===== config.mk =====
export PLATFORM = sky130hd
export DESIGN_NAME = optical_key_press_detector_flat
export DESIGN_NICKNAME = d
export VERILOG_FILES = /design/src/okp_pkg.sv /design/src/okp_if.sv /design/src/okp_ram.sv /design/src/okp_ctrl.sv /design/src/okp_datapath.sv /design/src/optical_key_press_detector.sv /design/src/flat_wrapper.sv
export SDC_FILE = /design/constraint.sdc
export NUM_CORES = 1
export LEC_CHECK = 0
export ABC_AREA = 1
export BUFFER_PORTS_ARGS = -buffer_cell sky130_fd_sc_hd__buf_2
export CORE_ASPECT_RATIO = 1.25
export CORE_MARGIN = 5
export CORE_UTILIZATION = 40
export CTS_BUF_LIST = sky130_fd_sc_hd__clkbuf_8 sky130_fd_sc_hd__clkbuf_16
export DETAILED_ROUTE_END_ITERATION = 6
export PLACE_DENSITY_LB_ADDON = 0.3
export SKIP_CTS_REPAIR_TIMING = 1
export SLEW_MARGIN = 20
export SYNTH_ARGS = -nofsm -noshare
export SYNTH_HDL_FRONTEND = slang
export SYNTH_SLANG_ARGS = --single-unit

===== constraint.sdc =====
create_clock -name clk_i -period 6.03 [get_ports clk_i]
set_input_delay 1.206 -clock clk_i [delete_from_list [all_inputs] [get_ports clk_i]]
set_output_delay 1.206 -clock clk_i [all_outputs]
set_load 0.03 [all_outputs]

===== src/okp_pkg.sv =====
// ---------------------------------------------------------------------------
// okp_pkg - shared types and constants of the optical key press detector
// Sizes, register codes, controller states and controller command/status.
// ---------------------------------------------------------------------------
`default_nettype none

package okp_pkg;

  // number of sensor slots in the baseline store
  localparam int MAX_SENSORS = 72;

  localparam int ADDR_W  = (MAX_SENSORS > 1) ? $clog2(MAX_SENSORS) : 1;
  localparam int COUNT_W = $clog2(MAX_SENSORS + 1);

  // field widths fixed by the interface
  localparam int SAMPLE_W   = 16;
  localparam int SENSOR_W   = 7;
  localparam int TRAVEL_W   = 16;
  localparam int VCOUNT_W   = 7;
  localparam int SETTLE_W   = 8;
  localparam int CFG_IDX_W  = 2;
  localparam int CFG_DATA_W = 16;

  // baseline is 12 bits, stored together with the pressed bit
  localparam int BASE_W  = 12;
  localparam int ENTRY_W = BASE_W + 1;

  localparam logic [SAMPLE_W-1:0] SAMPLE_MAX = 16'h0fff;

  // one quotient bit per divider step
  localparam int DIV_STEPS = TRAVEL_W;
  localparam int DIV_CNT_W = $clog2(DIV_STEPS + 1);

  // reset values of the registers
  localparam logic [SENSOR_W-1:0] RST_SENSOR_COUNT = 7'd72;
  localparam logic [TRAVEL_W-1:0] RST_PRESS_THR    = 16'd32768;
  localparam logic [TRAVEL_W-1:0] RST_RELEASE_THR  = 16'd16384;
  localparam logic [SETTLE_W-1:0] RST_SETTLE_TGT   = 8'd16;

  typedef enum logic [CFG_IDX_W-1:0] {
    CFG_SENSOR_COUNT = 2'd0,
    CFG_PRESS_THR    = 2'd1,
    CFG_RELEASE_THR  = 2'd2,
    CFG_SETTLE_TGT   = 2'd3
  } cfg_reg_e;

  typedef enum logic [1:0] {
    ST_IDLE,
    ST_LOOKUP,
    ST_DIVIDE,
    ST_FINISH
  } state_e;

  // controller to datapath
  typedef struct packed {
    logic capture;   // latch the incoming sample and its slot
    logic lookup;    // baseline read data is valid, update and load divider
    logic div_step;  // one restoring division step
    logic finish;    // write back, update frame state, load result
  } ctrl_cmd_t;

  // datapath to controller
  typedef struct packed {
    logic run_div;    // travel needs the division
    logic last_step;  // this is the final division step
    logic out_free;   // result register can take a new beat
  } ctrl_sts_t;

endpackage

`default_nettype wire


===== src/okp_if.sv =====
// ---------------------------------------------------------------------------
// okp_if - handshake channels of the optical key press detector
// Sample input, result output and register write channel.
// ---------------------------------------------------------------------------
`default_nettype none

interface okp_in_if;
  logic                          valid;
  logic                          ready;
  logic [okp_pkg::SAMPLE_W-1:0]  sample;

  modport source (output valid, output sample, input ready);
  modport sink   (input valid, input sample, output ready);
endinterface

interface okp_out_if;
  logic                          valid;
  logic                          ready;
  logic [okp_pkg::SENSOR_W-1:0]  sensor;
  logic                          valid_res;
  logic [okp_pkg::TRAVEL_W-1:0]  travel;
  logic                          pressed;
  logic                          changed;
  logic                          frame_end;
  logic [okp_pkg::VCOUNT_W-1:0]  frame_valid_count;
  logic                          settled;

  modport source (output valid, output sensor, output valid_res, output travel,
                  output pressed, output changed, output frame_end,
                  output frame_valid_count, output settled, input ready);
  modport sink   (input valid, input sensor, input valid_res, input travel,
                  input pressed, input changed, input frame_end,
                  input frame_valid_count, input settled, output ready);
endinterface

interface okp_cfg_if;
  logic                           valid;
  logic                           ready;
  logic [okp_pkg::CFG_IDX_W-1:0]  index;
  logic [okp_pkg::CFG_DATA_W-1:0] data;

  modport source (output valid, output index, output data, input ready);
  modport sink   (input valid, input index, input data, output ready);
endinterface

`default_nettype wire


===== src/okp_ram.sv =====
// ---------------------------------------------------------------------------
// okp_ram - generic single-port-write, single-port-read RAM
// One write and one registered read per cycle, no reset on contents.
// ---------------------------------------------------------------------------
`default_nettype none

module okp_ram #(
  parameter int WIDTH = 8,
  parameter int DEPTH = 16
) (
  input  wire logic                             clk_i,
  input  wire logic                             we_i,
  input  wire logic [$clog2(DEPTH)-1:0]         waddr_i,
  input  wire logic [WIDTH-1:0]                 wdata_i,
  input  wire logic [$clog2(DEPTH)-1:0]         raddr_i,
  output      logic [WIDTH-1:0]                 rdata_o
);

  logic [WIDTH-1:0] mem_q [DEPTH];
  logic [WIDTH-1:0] rdata_q;

  always_ff @(posedge clk_i) begin
    if (we_i) begin
      mem_q[waddr_i] <= wdata_i;
    end
    rdata_q <= mem_q[raddr_i];
  end

  assign rdata_o = rdata_q;

endmodule

`default_nettype wire


===== src/okp_ctrl.sv =====
// ---------------------------------------------------------------------------
// okp_ctrl - sequencer of the optical key press detector
// Walks one sample through lookup, optional division and write-back.
// ---------------------------------------------------------------------------
`default_nettype none

module okp_ctrl (
  input  wire logic               clk_i,
  input  wire logic               rst_ni,
  input  wire logic               in_valid_i,
  output      logic               in_ready_o,
  input  wire okp_pkg::ctrl_sts_t sts_i,
  output      okp_pkg::ctrl_cmd_t cmd_o
);

  okp_pkg::state_e state_q, state_d;

  // state register
  always_ff @(posedge clk_i or negedge rst_ni) begin
    if (!rst_ni) begin
      state_q <= okp_pkg::ST_IDLE;
    end else begin
      state_q <= state_d;
    end
  end

  // next state
  always_comb begin
    state_d = state_q;
    unique case (state_q)
      okp_pkg::ST_IDLE: begin
        if (in_valid_i) state_d = okp_pkg::ST_LOOKUP;
      end
      okp_pkg::ST_LOOKUP: begin
        state_d = sts_i.run_div ? okp_pkg::ST_DIVIDE : okp_pkg::ST_FINISH;
      end
      okp_pkg::ST_DIVIDE: begin
        if (sts_i.last_step) state_d = okp_pkg::ST_FINISH;
      end
      okp_pkg::ST_FINISH: begin
        if (sts_i.out_free) state_d = okp_pkg::ST_IDLE;
      end
      default: state_d = okp_pkg::ST_IDLE;
    endcase
  end

  // outputs
  always_comb begin
    cmd_o      = '0;
    in_ready_o = 1'b0;
    unique case (state_q)
      okp_pkg::ST_IDLE: begin
        in_ready_o    = 1'b1;
        cmd_o.capture = in_valid_i;
      end
      okp_pkg::ST_LOOKUP: cmd_o.lookup   = 1'b1;
      okp_pkg::ST_DIVIDE: cmd_o.div_step = 1'b1;
      okp_pkg::ST_FINISH: cmd_o.finish   = sts_i.out_free;
      default: ;
    endcase
  end

endmodule

`default_nettype wire


===== src/okp_datapath.sv =====
// ---------------------------------------------------------------------------
// okp_datapath - baseline store, travel divider and frame bookkeeping
// Holds the registers, per-sensor state, restoring divider and result beat.
// ---------------------------------------------------------------------------
`default_nettype none

module okp_datapath (
  input  wire logic                          clk_i,
  input  wire logic                          rst_ni,
  input  wire logic [okp_pkg::SAMPLE_W-1:0]  sample_i,
  input  wire okp_pkg::ctrl_cmd_t            cmd_i,
  output      okp_pkg::ctrl_sts_t            sts_o,
  okp_cfg_if.sink                            cfg_i,
  okp_out_if.source                          out_o
);

  localparam int AW = okp_pkg::ADDR_W;
  localparam int CW = okp_pkg::COUNT_W;
  localparam int BW = okp_pkg::BASE_W;

  // configuration registers
  logic [okp_pkg::SENSOR_W-1:0] sensor_count_q;
  logic [okp_pkg::TRAVEL_W-1:0] press_thr_q;
  logic [okp_pkg::TRAVEL_W-1:0] release_thr_q;
  logic [okp_pkg::SETTLE_W-1:0] settle_tgt_q;

  // frame state
  logic [AW-1:0]                frame_pos_q;
  logic [CW-1:0]                valid_cnt_q;
  logic [okp_pkg::SETTLE_W-1:0] settle_cnt_q;
  logic [okp_pkg::MAX_SENSORS-1:0] entry_vld_q;

  // per-item registers
  logic [okp_pkg::SAMPLE_W-1:0] sample_q;
  logic [AW-1:0]                addr_q;
  logic                         valid_q;
  logic [BW-1:0]                base_q;
  logic                         pr_q;
  logic                         run_div_q;
  logic [BW-1:0]                rem_q;
  logic [okp_pkg::TRAVEL_W-1:0] quot_q;
  logic [okp_pkg::DIV_CNT_W-1:0] div_cnt_q;

  // result beat
  logic                         out_vld_q;
  logic [okp_pkg::SENSOR_W-1:0] res_sensor_q;
  logic                         res_valid_q;
  logic [okp_pkg::TRAVEL_W-1:0] res_travel_q;
  logic                         res_pressed_q;
  logic                         res_changed_q;
  logic                         res_last_q;
  logic [okp_pkg::VCOUNT_W-1:0] res_vcount_q;
  logic                         res_settled_q;

  // register writes
  assign cfg_i.ready = 1'b1;

  always_ff @(posedge clk_i or negedge rst_ni) begin
    if (!rst_ni) begin
      sensor_count_q <= okp_pkg::RST_SENSOR_COUNT;
      press_thr_q    <= okp_pkg::RST_PRESS_THR;
      release_thr_q  <= okp_pkg::RST_RELEASE_THR;
      settle_tgt_q   <= okp_pkg::RST_SETTLE_TGT;
    end else if (cfg_i.valid) begin
      unique case (okp_pkg::cfg_reg_e'(cfg_i.index))
        okp_pkg::CFG_SENSOR_COUNT: sensor_count_q <= cfg_i.data[okp_pkg::SENSOR_W-1:0];
        okp_pkg::CFG_PRESS_THR:    press_thr_q    <= cfg_i.data[okp_pkg::TRAVEL_W-1:0];
        okp_pkg::CFG_RELEASE_THR:  release_thr_q  <= cfg_i.data[okp_pkg::TRAVEL_W-1:0];
        okp_pkg::CFG_SETTLE_TGT:   settle_tgt_q   <= cfg_i.data[okp_pkg::SETTLE_W-1:0];
      endcase
    end
  end

  // active sensor count: zero acts as one, clipped to the store depth
  logic [CW-1:0] active_n;
  always_comb begin
    priority if (sensor_count_q == '0) begin
      active_n = CW'(1);
    end else if (int'(sensor_count_q) > okp_pkg::MAX_SENSORS) begin
      active_n = CW'(okp_pkg::MAX_SENSORS);
    end else begin
      active_n = CW'(sensor_count_q);
    end
  end

  // current slot, clipped to the last sensor
  logic [AW-1:0] cur_pos;
  assign cur_pos = (int'(frame_pos_q) >= okp_pkg::MAX_SENSORS) ?
                   AW'(okp_pkg::MAX_SENSORS - 1) : frame_pos_q;

  logic settled;
  assign settled = settle_cnt_q >= settle_tgt_q;

  // per-sensor store: {pressed, baseline}
  logic                        ram_we;
  logic [okp_pkg::ENTRY_W-1:0] ram_wdata;
  logic [okp_pkg::ENTRY_W-1:0] ram_rdata;

  okp_ram #(
    .WIDTH (okp_pkg::ENTRY_W),
    .DEPTH (okp_pkg::MAX_SENSORS)
  ) u_store (
    .clk_i   (clk_i),
    .we_i    (ram_we),
    .waddr_i (addr_q),
    .wdata_i (ram_wdata),
    .raddr_i (cur_pos),
    .rdata_o (ram_rdata)
  );

  // lookup: an entry never written reads as zero
  logic [okp_pkg::ENTRY_W-1:0] entry;
  logic [BW-1:0]               base_old;
  logic [BW-1:0]               s12;
  logic                        take_sample;
  logic [BW-1:0]               base_new;
  logic                        run_div;

  assign entry       = entry_vld_q[addr_q] ? ram_rdata : '0;
  assign base_old    = entry[BW-1:0];
  assign s12         = sample_q[BW-1:0];
  assign take_sample = (settle_cnt_q == '0) || (base_old == '0) || (s12 > base_old);
  assign base_new    = take_sample ? s12 : base_old;
  assign run_div     = valid_q && settled && (base_new >= BW'(2)) && (s12 < base_new);

  // restoring division step
  logic [BW:0] rem_shl;
  logic        rem_ge;
  assign rem_shl = {rem_q, 1'b0};
  assign rem_ge  = rem_shl >= {1'b0, base_q};

  // finish: hysteresis and frame bookkeeping
  logic [okp_pkg::TRAVEL_W-1:0] travel;
  logic                         pr_next;
  logic                         pr_new;
  logic                         chg;
  logic [CW-1:0]                vcount_new;
  logic                         last;

  // quotient stays below 2^16 because baseline - sample < baseline
  assign travel     = run_div_q ? quot_q : '0;
  assign pr_next    = pr_q ? (travel >= release_thr_q) : (travel >= press_thr_q);
  assign chg        = valid_q && settled && (pr_next != pr_q);
  assign pr_new     = chg ? pr_next : pr_q;
  assign vcount_new = valid_cnt_q + CW'(valid_q);
  assign last       = (CW'(addr_q) + CW'(1)) >= active_n;

  assign ram_we    = cmd_i.finish && valid_q;
  assign ram_wdata = {pr_new, base_q};

  // status to the controller
  assign sts_o.run_div   = run_div;
  assign sts_o.last_step = div_cnt_q == okp_pkg::DIV_CNT_W'(1);
  assign sts_o.out_free  = !out_vld_q || out_o.ready;

  // item payload registers
  always_ff @(posedge clk_i) begin
    if (cmd_i.capture) begin
      sample_q <= sample_i;
      addr_q   <= cur_pos;
      valid_q  <= (sample_i != '0) && (sample_i <= okp_pkg::SAMPLE_MAX);
    end
    if (cmd_i.lookup) begin
      base_q    <= base_new;
      pr_q      <= entry[BW];
      run_div_q <= run_div;
      rem_q     <= base_new - s12;
      quot_q    <= '0;
      div_cnt_q <= okp_pkg::DIV_CNT_W'(okp_pkg::DIV_STEPS);
    end else if (cmd_i.div_step) begin
      rem_q     <= rem_ge ? BW'(rem_shl - {1'b0, base_q}) : rem_shl[BW-1:0];
      quot_q    <= {quot_q[okp_pkg::TRAVEL_W-2:0], rem_ge};
      div_cnt_q <= div_cnt_q - okp_pkg::DIV_CNT_W'(1);
    end
  end

  // frame state and store valid bits
  always_ff @(posedge clk_i or negedge rst_ni) begin
    if (!rst_ni) begin
      frame_pos_q  <= '0;
      valid_cnt_q  <= '0;
      settle_cnt_q <= '0;
      entry_vld_q  <= '0;
    end else if (cmd_i.finish) begin
      if (valid_q) entry_vld_q[addr_q] <= 1'b1;
      if (last) begin
        if (vcount_new == active_n && settle_cnt_q < settle_tgt_q) begin
          settle_cnt_q <= settle_cnt_q + okp_pkg::SETTLE_W'(1);
        end
        frame_pos_q <= '0;
        valid_cnt_q <= '0;
      end else begin
        frame_pos_q <= addr_q + AW'(1);
        valid_cnt_q <= vcount_new;
      end
    end
  end

  // result beat valid
  always_ff @(posedge clk_i or negedge rst_ni) begin
    if (!rst_ni) begin
      out_vld_q <= 1'b0;
    end else if (cmd_i.finish) begin
      out_vld_q <= 1'b1;
    end else if (out_o.ready) begin
      out_vld_q <= 1'b0;
    end
  end

  // result beat payload
  always_ff @(posedge clk_i) begin
    if (cmd_i.finish) begin
      res_sensor_q  <= okp_pkg::SENSOR_W'(addr_q);
      res_valid_q   <= valid_q;
      res_travel_q  <= travel;
      res_pressed_q <= pr_new;
      res_changed_q <= chg;
      res_last_q    <= last;
      res_vcount_q  <= okp_pkg::VCOUNT_W'(vcount_new);
      res_settled_q <= settled;
    end
  end

  assign out_o.valid             = out_vld_q;
  assign out_o.sensor            = res_sensor_q;
  assign out_o.valid_res         = res_valid_q;
  assign out_o.travel            = res_travel_q;
  assign out_o.pressed           = res_pressed_q;
  assign out_o.changed           = res_changed_q;
  assign out_o.frame_end         = res_last_q;
  assign out_o.frame_valid_count = res_vcount_q;
  assign out_o.settled           = res_settled_q;

endmodule

`default_nettype wire


===== src/optical_key_press_detector.sv =====
// ---------------------------------------------------------------------------
// optical_key_press_detector - analog key travel detector with hysteresis
// Per-sensor baseline tracking, Q16 travel and pressed/released decision.
// ---------------------------------------------------------------------------
// One sample is taken at a time, in sensor order within a frame, and gives
// one result beat. A sample goes through accept, store lookup and
// write-back when no travel is computed; when the block has settled and a
// valid sample lies below a baseline of 2 or more, the travel quotient
// comes out of a restoring divider between lookup and write-back that
// produces one bit per cycle. The next sample is taken in the cycle after
// the result is loaded into the output register, even if that beat has
// not yet been taken; a result still held there delays only the
// following write-back. Registers may be written only while idle; the
// per-sensor store needs no clearing pass, since each entry has a valid
// bit that reset clears.
`default_nettype none

module optical_key_press_detector (
  input  wire logic clk_i,
  input  wire logic rst_ni,
  okp_in_if.sink    in_i,
  okp_out_if.source out_o,
  okp_cfg_if.sink   cfg_i
);

  okp_pkg::ctrl_cmd_t cmd;
  okp_pkg::ctrl_sts_t sts;
  logic               in_ready;

  assign in_i.ready = in_ready;

  // sequencer
  okp_ctrl u_ctrl (
    .clk_i      (clk_i),
    .rst_ni     (rst_ni),
    .in_valid_i (in_i.valid),
    .in_ready_o (in_ready),
    .sts_i      (sts),
    .cmd_o      (cmd)
  );

  // datapath
  okp_datapath u_datapath (
    .clk_i    (clk_i),
    .rst_ni   (rst_ni),
    .sample_i (in_i.sample),
    .cmd_i    (cmd),
    .sts_o    (sts),
    .cfg_i    (cfg_i),
    .out_o    (out_o)
  );

endmodule

`default_nettype wire


===== src/flat_wrapper.sv =====
// flat-port wrapper written by rule: the top's interface ports become plain ports
module optical_key_press_detector_flat 
  (clk_i, rst_ni, in_i_valid, in_i_sample, in_i_ready, out_o_valid, out_o_sensor, out_o_valid_res, out_o_travel, out_o_pressed, out_o_changed, out_o_frame_end, out_o_frame_valid_count, out_o_settled, out_o_ready, cfg_i_valid, cfg_i_index, cfg_i_data, cfg_i_ready);
  okp_in_if in_i_i ();
  okp_out_if out_o_i ();
  okp_cfg_if cfg_i_i ();
  input  wire logic clk_i;
  input  wire logic rst_ni;
  input wire logic [$bits(in_i_i.valid)-1:0] in_i_valid;
  input wire logic [$bits(in_i_i.sample)-1:0] in_i_sample;
  output wire logic [$bits(in_i_i.ready)-1:0] in_i_ready;
  output wire logic [$bits(out_o_i.valid)-1:0] out_o_valid;
  output wire logic [$bits(out_o_i.sensor)-1:0] out_o_sensor;
  output wire logic [$bits(out_o_i.valid_res)-1:0] out_o_valid_res;
  output wire logic [$bits(out_o_i.travel)-1:0] out_o_travel;
  output wire logic [$bits(out_o_i.pressed)-1:0] out_o_pressed;
  output wire logic [$bits(out_o_i.changed)-1:0] out_o_changed;
  output wire logic [$bits(out_o_i.frame_end)-1:0] out_o_frame_end;
  output wire logic [$bits(out_o_i.frame_valid_count)-1:0] out_o_frame_valid_count;
  output wire logic [$bits(out_o_i.settled)-1:0] out_o_settled;
  input wire logic [$bits(out_o_i.ready)-1:0] out_o_ready;
  input wire logic [$bits(cfg_i_i.valid)-1:0] cfg_i_valid;
  input wire logic [$bits(cfg_i_i.index)-1:0] cfg_i_index;
  input wire logic [$bits(cfg_i_i.data)-1:0] cfg_i_data;
  output wire logic [$bits(cfg_i_i.ready)-1:0] cfg_i_ready;
  assign in_i_i.valid = in_i_valid;
  assign in_i_i.sample = in_i_sample;
  assign in_i_ready = in_i_i.ready;
  assign out_o_valid = out_o_i.valid;
  assign out_o_sensor = out_o_i.sensor;
  assign out_o_valid_res = out_o_i.valid_res;
  assign out_o_travel = out_o_i.travel;
  assign out_o_pressed = out_o_i.pressed;
  assign out_o_changed = out_o_i.changed;
  assign out_o_frame_end = out_o_i.frame_end;
  assign out_o_frame_valid_count = out_o_i.frame_valid_count;
  assign out_o_settled = out_o_i.settled;
  assign out_o_i.ready = out_o_ready;
  assign cfg_i_i.valid = cfg_i_valid;
  assign cfg_i_i.index = cfg_i_index;
  assign cfg_i_i.data = cfg_i_data;
  assign cfg_i_ready = cfg_i_i.ready;
  optical_key_press_detector u_core (.clk_i(clk_i), .rst_ni(rst_ni), .in_i(in_i_i), .out_o(out_o_i), .cfg_i(cfg_i_i));
endmodule

* Word-level counts from Yosys, hierarchy flattened *
Memories as Yosys holds them, arrays and structs flattened. A register that Yosys moved wholly into a read port is not among the register bits.
Index checks and enable logic that the tools add are counted.

storage, ports and cells
  register bits = 246
  RAM bits = 936
  input bits = 39
  output and inout port bits = 38
  word-level logic and storage cells = 119
  memories = 1

cells by class
  add/subtract/negate cells = 6
  magnitude comparators = 14
  eq/ne operators = 12
  mux-type cells = 31
  bitwise operators = 1
  reductions and logical operators = 27

memories
  memory                           depth  width  rd ports  clocked after Yosys merged registers in  write ports  RTL line       text
  u_core.u_datapath.u_store.mem_q  72     13     1         1                                        1            okp_ram.sv:19  logic [WIDTH-1:0] mem_q [DEPTH];

operator list
  cell                                                                count
  OR 72 bit                                                           1
  2-to-1 mux 12 bit                                                   5
  2-to-1 mux 7 bit                                                    5
  greater-or-equal comparator 16 bit                                  2
  subtractor 12 bit                                                   2
  less-or-equal comparator 16 x 12 -> 1 bit, second input constant    1
  2-to-1 mux 16 bit                                                   1
  nonzero test 16 bit                                                 1
  2-to-1 mux 1 bit                                                    14
  greater-or-equal comparator 13 x 12 -> 1 bit                        1
  greater-or-equal comparator 12 x 2 -> 1 bit, second input constant  1
  > comparator 12 bit                                                 1
  zero test 12 bit                                                    1
  less-than comparator 12 bit                                         1
  AND reduction 2 bit                                                 5
  adder 8 x 1 -> 8 bit, second input constant                         1
  equality test 2 bit, second input constant                          4
  greater-or-equal comparator 8 bit                                   1
  logical AND 1 bit                                                   8
  zero test 8 bit                                                     1
  less-than comparator 7 x 8 -> 1 bit, second input constant          1
  less-than comparator 8 bit                                          1
  one-hot mux 2 bit (4 select lines)                                  1
  adder 7 x 1 -> 7 bit                                                1
  other kinds (21)                                                    30

* Logic depth before layout (Yosys ltp) *
  word-level depth = 12
  mapped depth = 46
  mapped depth without buffers = 42

* By module *
A second synthesis with hierarchy kept.

unflattened totals
  cell total of the unflattened synthesis = 4,721
  area, all modules = 51,620.8 um^2

modules (own cells, without submodules)
  module        times used  cells each  area an instance (um^2)  seq. area each (um^2)
  okp_ram       1           3,201       38,534.5                 28,367.2
  okp_datapath  1           1,487       12,858.6                 6,412.4
  okp_ctrl      1           33          227.7                    50.0

* Least setup slack after synthesis *
No wires, ideal clock.

  kind = register to register
  from = register u_core.u_datapath.addr_q[1]
  to = register u_core.u_datapath.rem_q[11] (data pin)
  setup time = 0.261 ns
  arrival time = 5.051 ns
  required time = 5.769 ns
  path slack = 0.718 ns
  stages on the path, launching flop included = 40
  path buffers = 3
  clock period less this slack = 5.312 ns
  path through = edfxtp_1 > buf_4 > nor2_1 > nand3_1 > nand2_1 > nor2_1 > nor2_1 > nor2_1 > nand2_1 > nand2_1 > nand2_2 > buf_2 > nand2_1 > ha_1 > nand4_1 > nor3_1 > nand3_1 > nor3_1 > (+4 left out) > nand2_1 > inv_1 > ha_1 > a21oi_1 > nand2_1 > a21oi_1 > inv_1 > a21oi_1 > o21ai_0 > a21oi_1 > o21bai_1 > nand2_1 > inv_1 > or2_2 > a21oi_1 > xnor2_1 > nand2_1 > o31ai_1

on the way
  longest elaborated chain between the ends = 9
  elaborated cells on any way between the ends = 10
  classes of those cells = add/sub (1); order compare (1); mux (5); reduce/logical (3)

ends and longest elaborated chain
  what                                                         RTL line             text
  start: declaration                                           okp_datapath.sv:35   logic [AW-1:0] addr_q;
  start signal: assignment                                     okp_datapath.sv:160  addr_q <= cur_pos;
  binary-select mux 1 bit (select 7 bit) (*)                   okp_datapath.sv:119  assign entry = entry_vld_q[addr_q] ? ram_rdata : '0;
  2-to-1 mux 1 bit (not written as such) (*)                   okp_datapath.sv:119
  2-to-1 mux 12 bit (*)                                        okp_datapath.sv:119
  branches (longest 3 deep; another with > comparator 12 bit)  --
  2-to-1 mux 12 bit (*)                                        okp_datapath.sv:123  assign base_new = take_sample ? s12 : base_old;
  named net u_core.u_datapath.base_new[2]                      okp_datapath.sv:116  logic [BW-1:0] base_new;
  subtractor 12 bit (*)                                        okp_datapath.sv:167  rem_q <= base_new - s12;
  2-to-1 mux 12 bit (*)                                        okp_datapath.sv:163  if (cmd_i.lookup) begin
  end signal: assignment                                       okp_datapath.sv:167
  end signal: assignment                                       okp_datapath.sv:171  rem_q <= rem_ge ? BW'(rem_shl - {1'b0, base_q}) : rem_shl[BW-1:0];
  end: declaration                                             okp_datapath.sv:40   logic [BW-1:0] rem_q;

Mark *: on every way through the listed nets, which the timed path passes. The select of a mux whose other input is x is not followed.
A chain may end at the register's enable or synchronous reset.

* Worst setup path in the final report *
  from = register u_core.u_datapath.addr_q[2]
  to = register u_core.u_datapath.run_div_q (data pin)

on the way
  longest elaborated chain between the ends = 10
  elaborated cells on any way between the ends = 12
  classes of those cells = order compare (3); mux (4); reduce/logical (5)

ends and longest elaborated chain
  what                                                         RTL line             text
  binary-select mux 1 bit (select 7 bit) (*)                   okp_datapath.sv:119
  2-to-1 mux 1 bit (not written as such) (*)                   okp_datapath.sv:119
  2-to-1 mux 12 bit (*)                                        okp_datapath.sv:119
  branches (longest 3 deep; another with > comparator 12 bit)  --
  2-to-1 mux 12 bit (*)                                        okp_datapath.sv:123
  greater-or-equal comparator 12 x 2 -> 1 bit                  okp_datapath.sv:124  assign run_div = valid_q && settled && (base_new >= BW'(2)) && (s12 < base_new);
  logical AND 1 bit                                            okp_datapath.sv:124
  logical AND 1 bit (*)                                        okp_datapath.sv:124
  named net u_core.u_datapath.run_div                          okp_datapath.sv:117  logic run_div;
  end signal: assignment                                       okp_datapath.sv:166  run_div_q <= run_div;
  end: declaration                                             okp_datapath.sv:39   logic run_div_q;

Marked as above.

==> metrics <==
Fin Clk Skew 0.0499 ns; total chip power 28.6 mW; FF+latch count, synth 1195; worst-skew pair later-pin latency 0.76 ns; crit end category flop; gpl congestion a little under 0.9; antenna violations before repair 1; gr ovfl total 0; dpl ws 0.198 ns; initial DRC count 2990; vias in the first global route 32.0k; DP Cell Count 5779; Clock Pin Slew Worst Setup and Hold Paths 0.06 ns; P&R area growth vs syn 12.9%; chip height 405 um; part of the Yosys area used for sequential elements 69.8%; Top FF cell, synth edfxtp_1; # fillers 11.2k; vias ~33k; DP HPWL approximately 80000 um; total CTS buffers 117; Final nets 4422; largest net degree at the start of global routing a little under 200; fraction of layout cells with a size suffix above 1 10.4%; Worst slew margin 32.5%; std cell rows 145; DRT Wirelength 135000 um; Mapped Cells 4191; H-tree levels 3; Synth Area per Inst 11.9 sq um; cell mode on critical path inv_1; failing checks DRC; fraction of registers with async set/reset 12.1%; Routed Antenna Nets 0; worst-margin pin slew between 1 and 1.5 ns; Port-buffer cells between 70 and 80; max cap viols 0; final core utilization 45.3%; worst endpoint required time ~6.5 ns; Worst VDD drop 0.546 mV; Yosys Warn Count 0; kind of critical path flop to flop; CTS Buffer Depth 3; Post-Syn Area ~50000 sq um; Setup Viol. Count Final 0; vias per cell 5.52; post-synth cell types 58; Crit path largest cell delay ~0.48 ns; top-level I/O count 77; worst-path fanout max 8; Detailed Routing Iterations Pass 1 7; CP max stage cell edfxtp_1; P_leak 20.5 nW; minimum clock period 5.51 ns; DIE AREA around 130000 sq um; routed len/inst 22.5 um; run status finished with violations; Tot GR Track Use 19.9%; Max Freq 182 MHz; crit path DAT 5.99 ns; CTS sink count 1195; non-filler instance count after layout 6004; detailed-route DRC error count 1; Slew Limit Fails 0; die width about 330 um; number of flops mapped to enable cells by yosys roughly 1k; startpoint types flop; Placeable Area between 100000 and 150000 sq um; Initial Util 40.1%; Register Area 34800 sq um; number of failing hold endpoints at the final stage 0; Syn Nets around 4.3k; Multi-input gate area 13200 sq um; Pwr Density just over 500 nW/um^2; fin crit share 91.3%; Root Buffer Master clkbuf_16; Hold WC Path Type input pin to asynchronous set/reset pin; post-route setup slack 0.522 ns; CTS tree done; first-pass GRT wire length 201000 um
==> routing by layer <==
metal / vias to the layer above / wire length, um / GRT usage (%)
li1: 15337 / - / -
met1: 16414 / 54000 / 25.8
met2: 1137 / 66800 / 34.0
met3: 247 / 8280 / 2.46
met4: 0 / 5690 / 8.57
met5: - / 0 / 0
==> kinds of logic after synthesis <==
kind of cell    synth area share [%]
fa+ha+maj                       2.44
xor+xnor                       0.456
mux                           0.0451
flops                           69.8
simple gates                    9.57
compound gates                  13.6
buf+inv                         4.07
other cells                  0.00751
==> registers in the layout, indices dropped and copies added, names as in the netlist, 8 cells and up <==
signal / flops
u_core.u_datapath.rem_q: 12
u_core.u_datapath.quot_q: 16
u_core.u_datapath.base_q: 12
u_core.u_datapath.entry_vld_q: 72
u_core.u_datapath.u_store.mem_q: 936
u_core.u_datapath.sample_q: 12
u_core.u_datapath.settle_cnt_q: 8
u_core.u_datapath.settle_tgt_q: 8
u_core.u_datapath.out_o.travel: 16
u_core.u_datapath.u_store.rdata_o: 13
u_core.u_datapath.press_thr_q: 16
u_core.u_datapath.release_thr_q: 16
==> synthesized netlist by cell type (all sizes together), types with 20 or more instances <==
| master | number | share of area, % |
|---|---|---|
| xor2 | 20 | 0.35 |
| or2 | 24 | 0.30 |
| nor2 | 648 | 4.9 |
| o22a | 66 | 1.2 |
| ha | 94 | 2.4 |
| o22ai | 138 | 1.7 |
| o211ai | 41 | 0.62 |
| a21oi | 147 | 1.5 |
| dfrtp | 139 | 7.0 |
| inv | 259 | 2.0 |
| edfxtp | 1017 | 61 |
| nand3 | 87 | 0.88 |
| buf | 79 | 0.88 |
| nand2 | 363 | 2.7 |
| o221ai | 39 | 0.68 |
| o21ai | 697 | 7.0 |
| clkbuf | 161 | 1.2 |
| dfxtp | 34 | 1.4 |
| nor3 | 28 | 0.28 |
==> area by class of cell <==
type,count,share of cell area (%)
multi-input cells,2495,23.3
inverters,262,1.79
diodes,1,0.00444
well taps,1617,3.59
clock inverters,99,1.46
repair buffers,216,2.76
clock buffers,119,5.25
flip-flops and latches,1195,61.8
==> final timing paths <==
path	from	end	slack (ns)	cells past startpoint
worst max-delay path	u_core.u_datapath.addr_q[2]$_DFFE_PP_	u_core.u_datapath.run_div_q$_DFFE_PP_	0.52	37
worst min-delay path	rst_ni	u_core.u_ctrl.state_q[1]$_DFFE_PN0P_	0.42	1
worst max register to register	u_core.u_datapath.addr_q[2]$_DFFE_PP_	u_core.u_datapath.run_div_q$_DFFE_PP_	0.52	37
worst min register to register	u_core.u_datapath.entry_vld_q[46]$_DFFE_PN0P_	u_core.u_datapath.entry_vld_q[46]$_DFFE_PN0P_	0.46	2
max in group asynchronous	rst_ni	u_core.u_datapath.entry_vld_q[26]$_DFFE_PN0P_	4.56	2
min in group clk_i	u_core.u_datapath.entry_vld_q[46]$_DFFE_PN0P_	u_core.u_datapath.entry_vld_q[46]$_DFFE_PN0P_	0.46	2
==> cell usage in the layout (no fill, tap or decap), types with 10 or more instances in the layout <==
cell,instances
o21ai_0,683
nor2_1,631
clkbuf_16,117
xor2_1,20
clkinv_1,19
nor3_1,27
o22a_1,66
o31ai_1,16
dfxtp_1,34
o221ai_1,39
buf_4,131
nand2_1,361
o211ai_1,41
bufinv_16,10
o21ai_1,14
a21oi_1,144
o22ai_1,138
nand3_1,84
inv_1,285
edfxtp_1,1017
dfrtp_1,139
or2_2,24
o21a_1,10
ha_1,92
clkinv_2,22
buf_2,74
nand4_1,16
nor2_2,10
==> critical path, delay by kind of cell (launching register included) <==
kind	cells	cell delay [ns]
simple gates	17	2.05
compound gates	9	1.22
buf+inv	8	0.61
flops	1	0.48
fa+ha+maj	3	0.88
==> power breakdown <==
part,total [mW],internal (mW),switching [mW]
combinational,10.6,2.91,7.69
sequential,10.9,10.5,0.304
clock,7.19,4.00,3.19
==> metrics by stage <==
step                      area [sq um]  TNS (ns)  hold WS, ns
after global placement           52400         0        0.440
after CTS                        56200         0        0.396
after floorplan                  49900         0        0.424
after global routing             56300   -0.0121        0.448
after detailed placement         52400         0        0.447
final                            56300         0        0.424
Note: power is estimated with default switching activity, not from simulation.
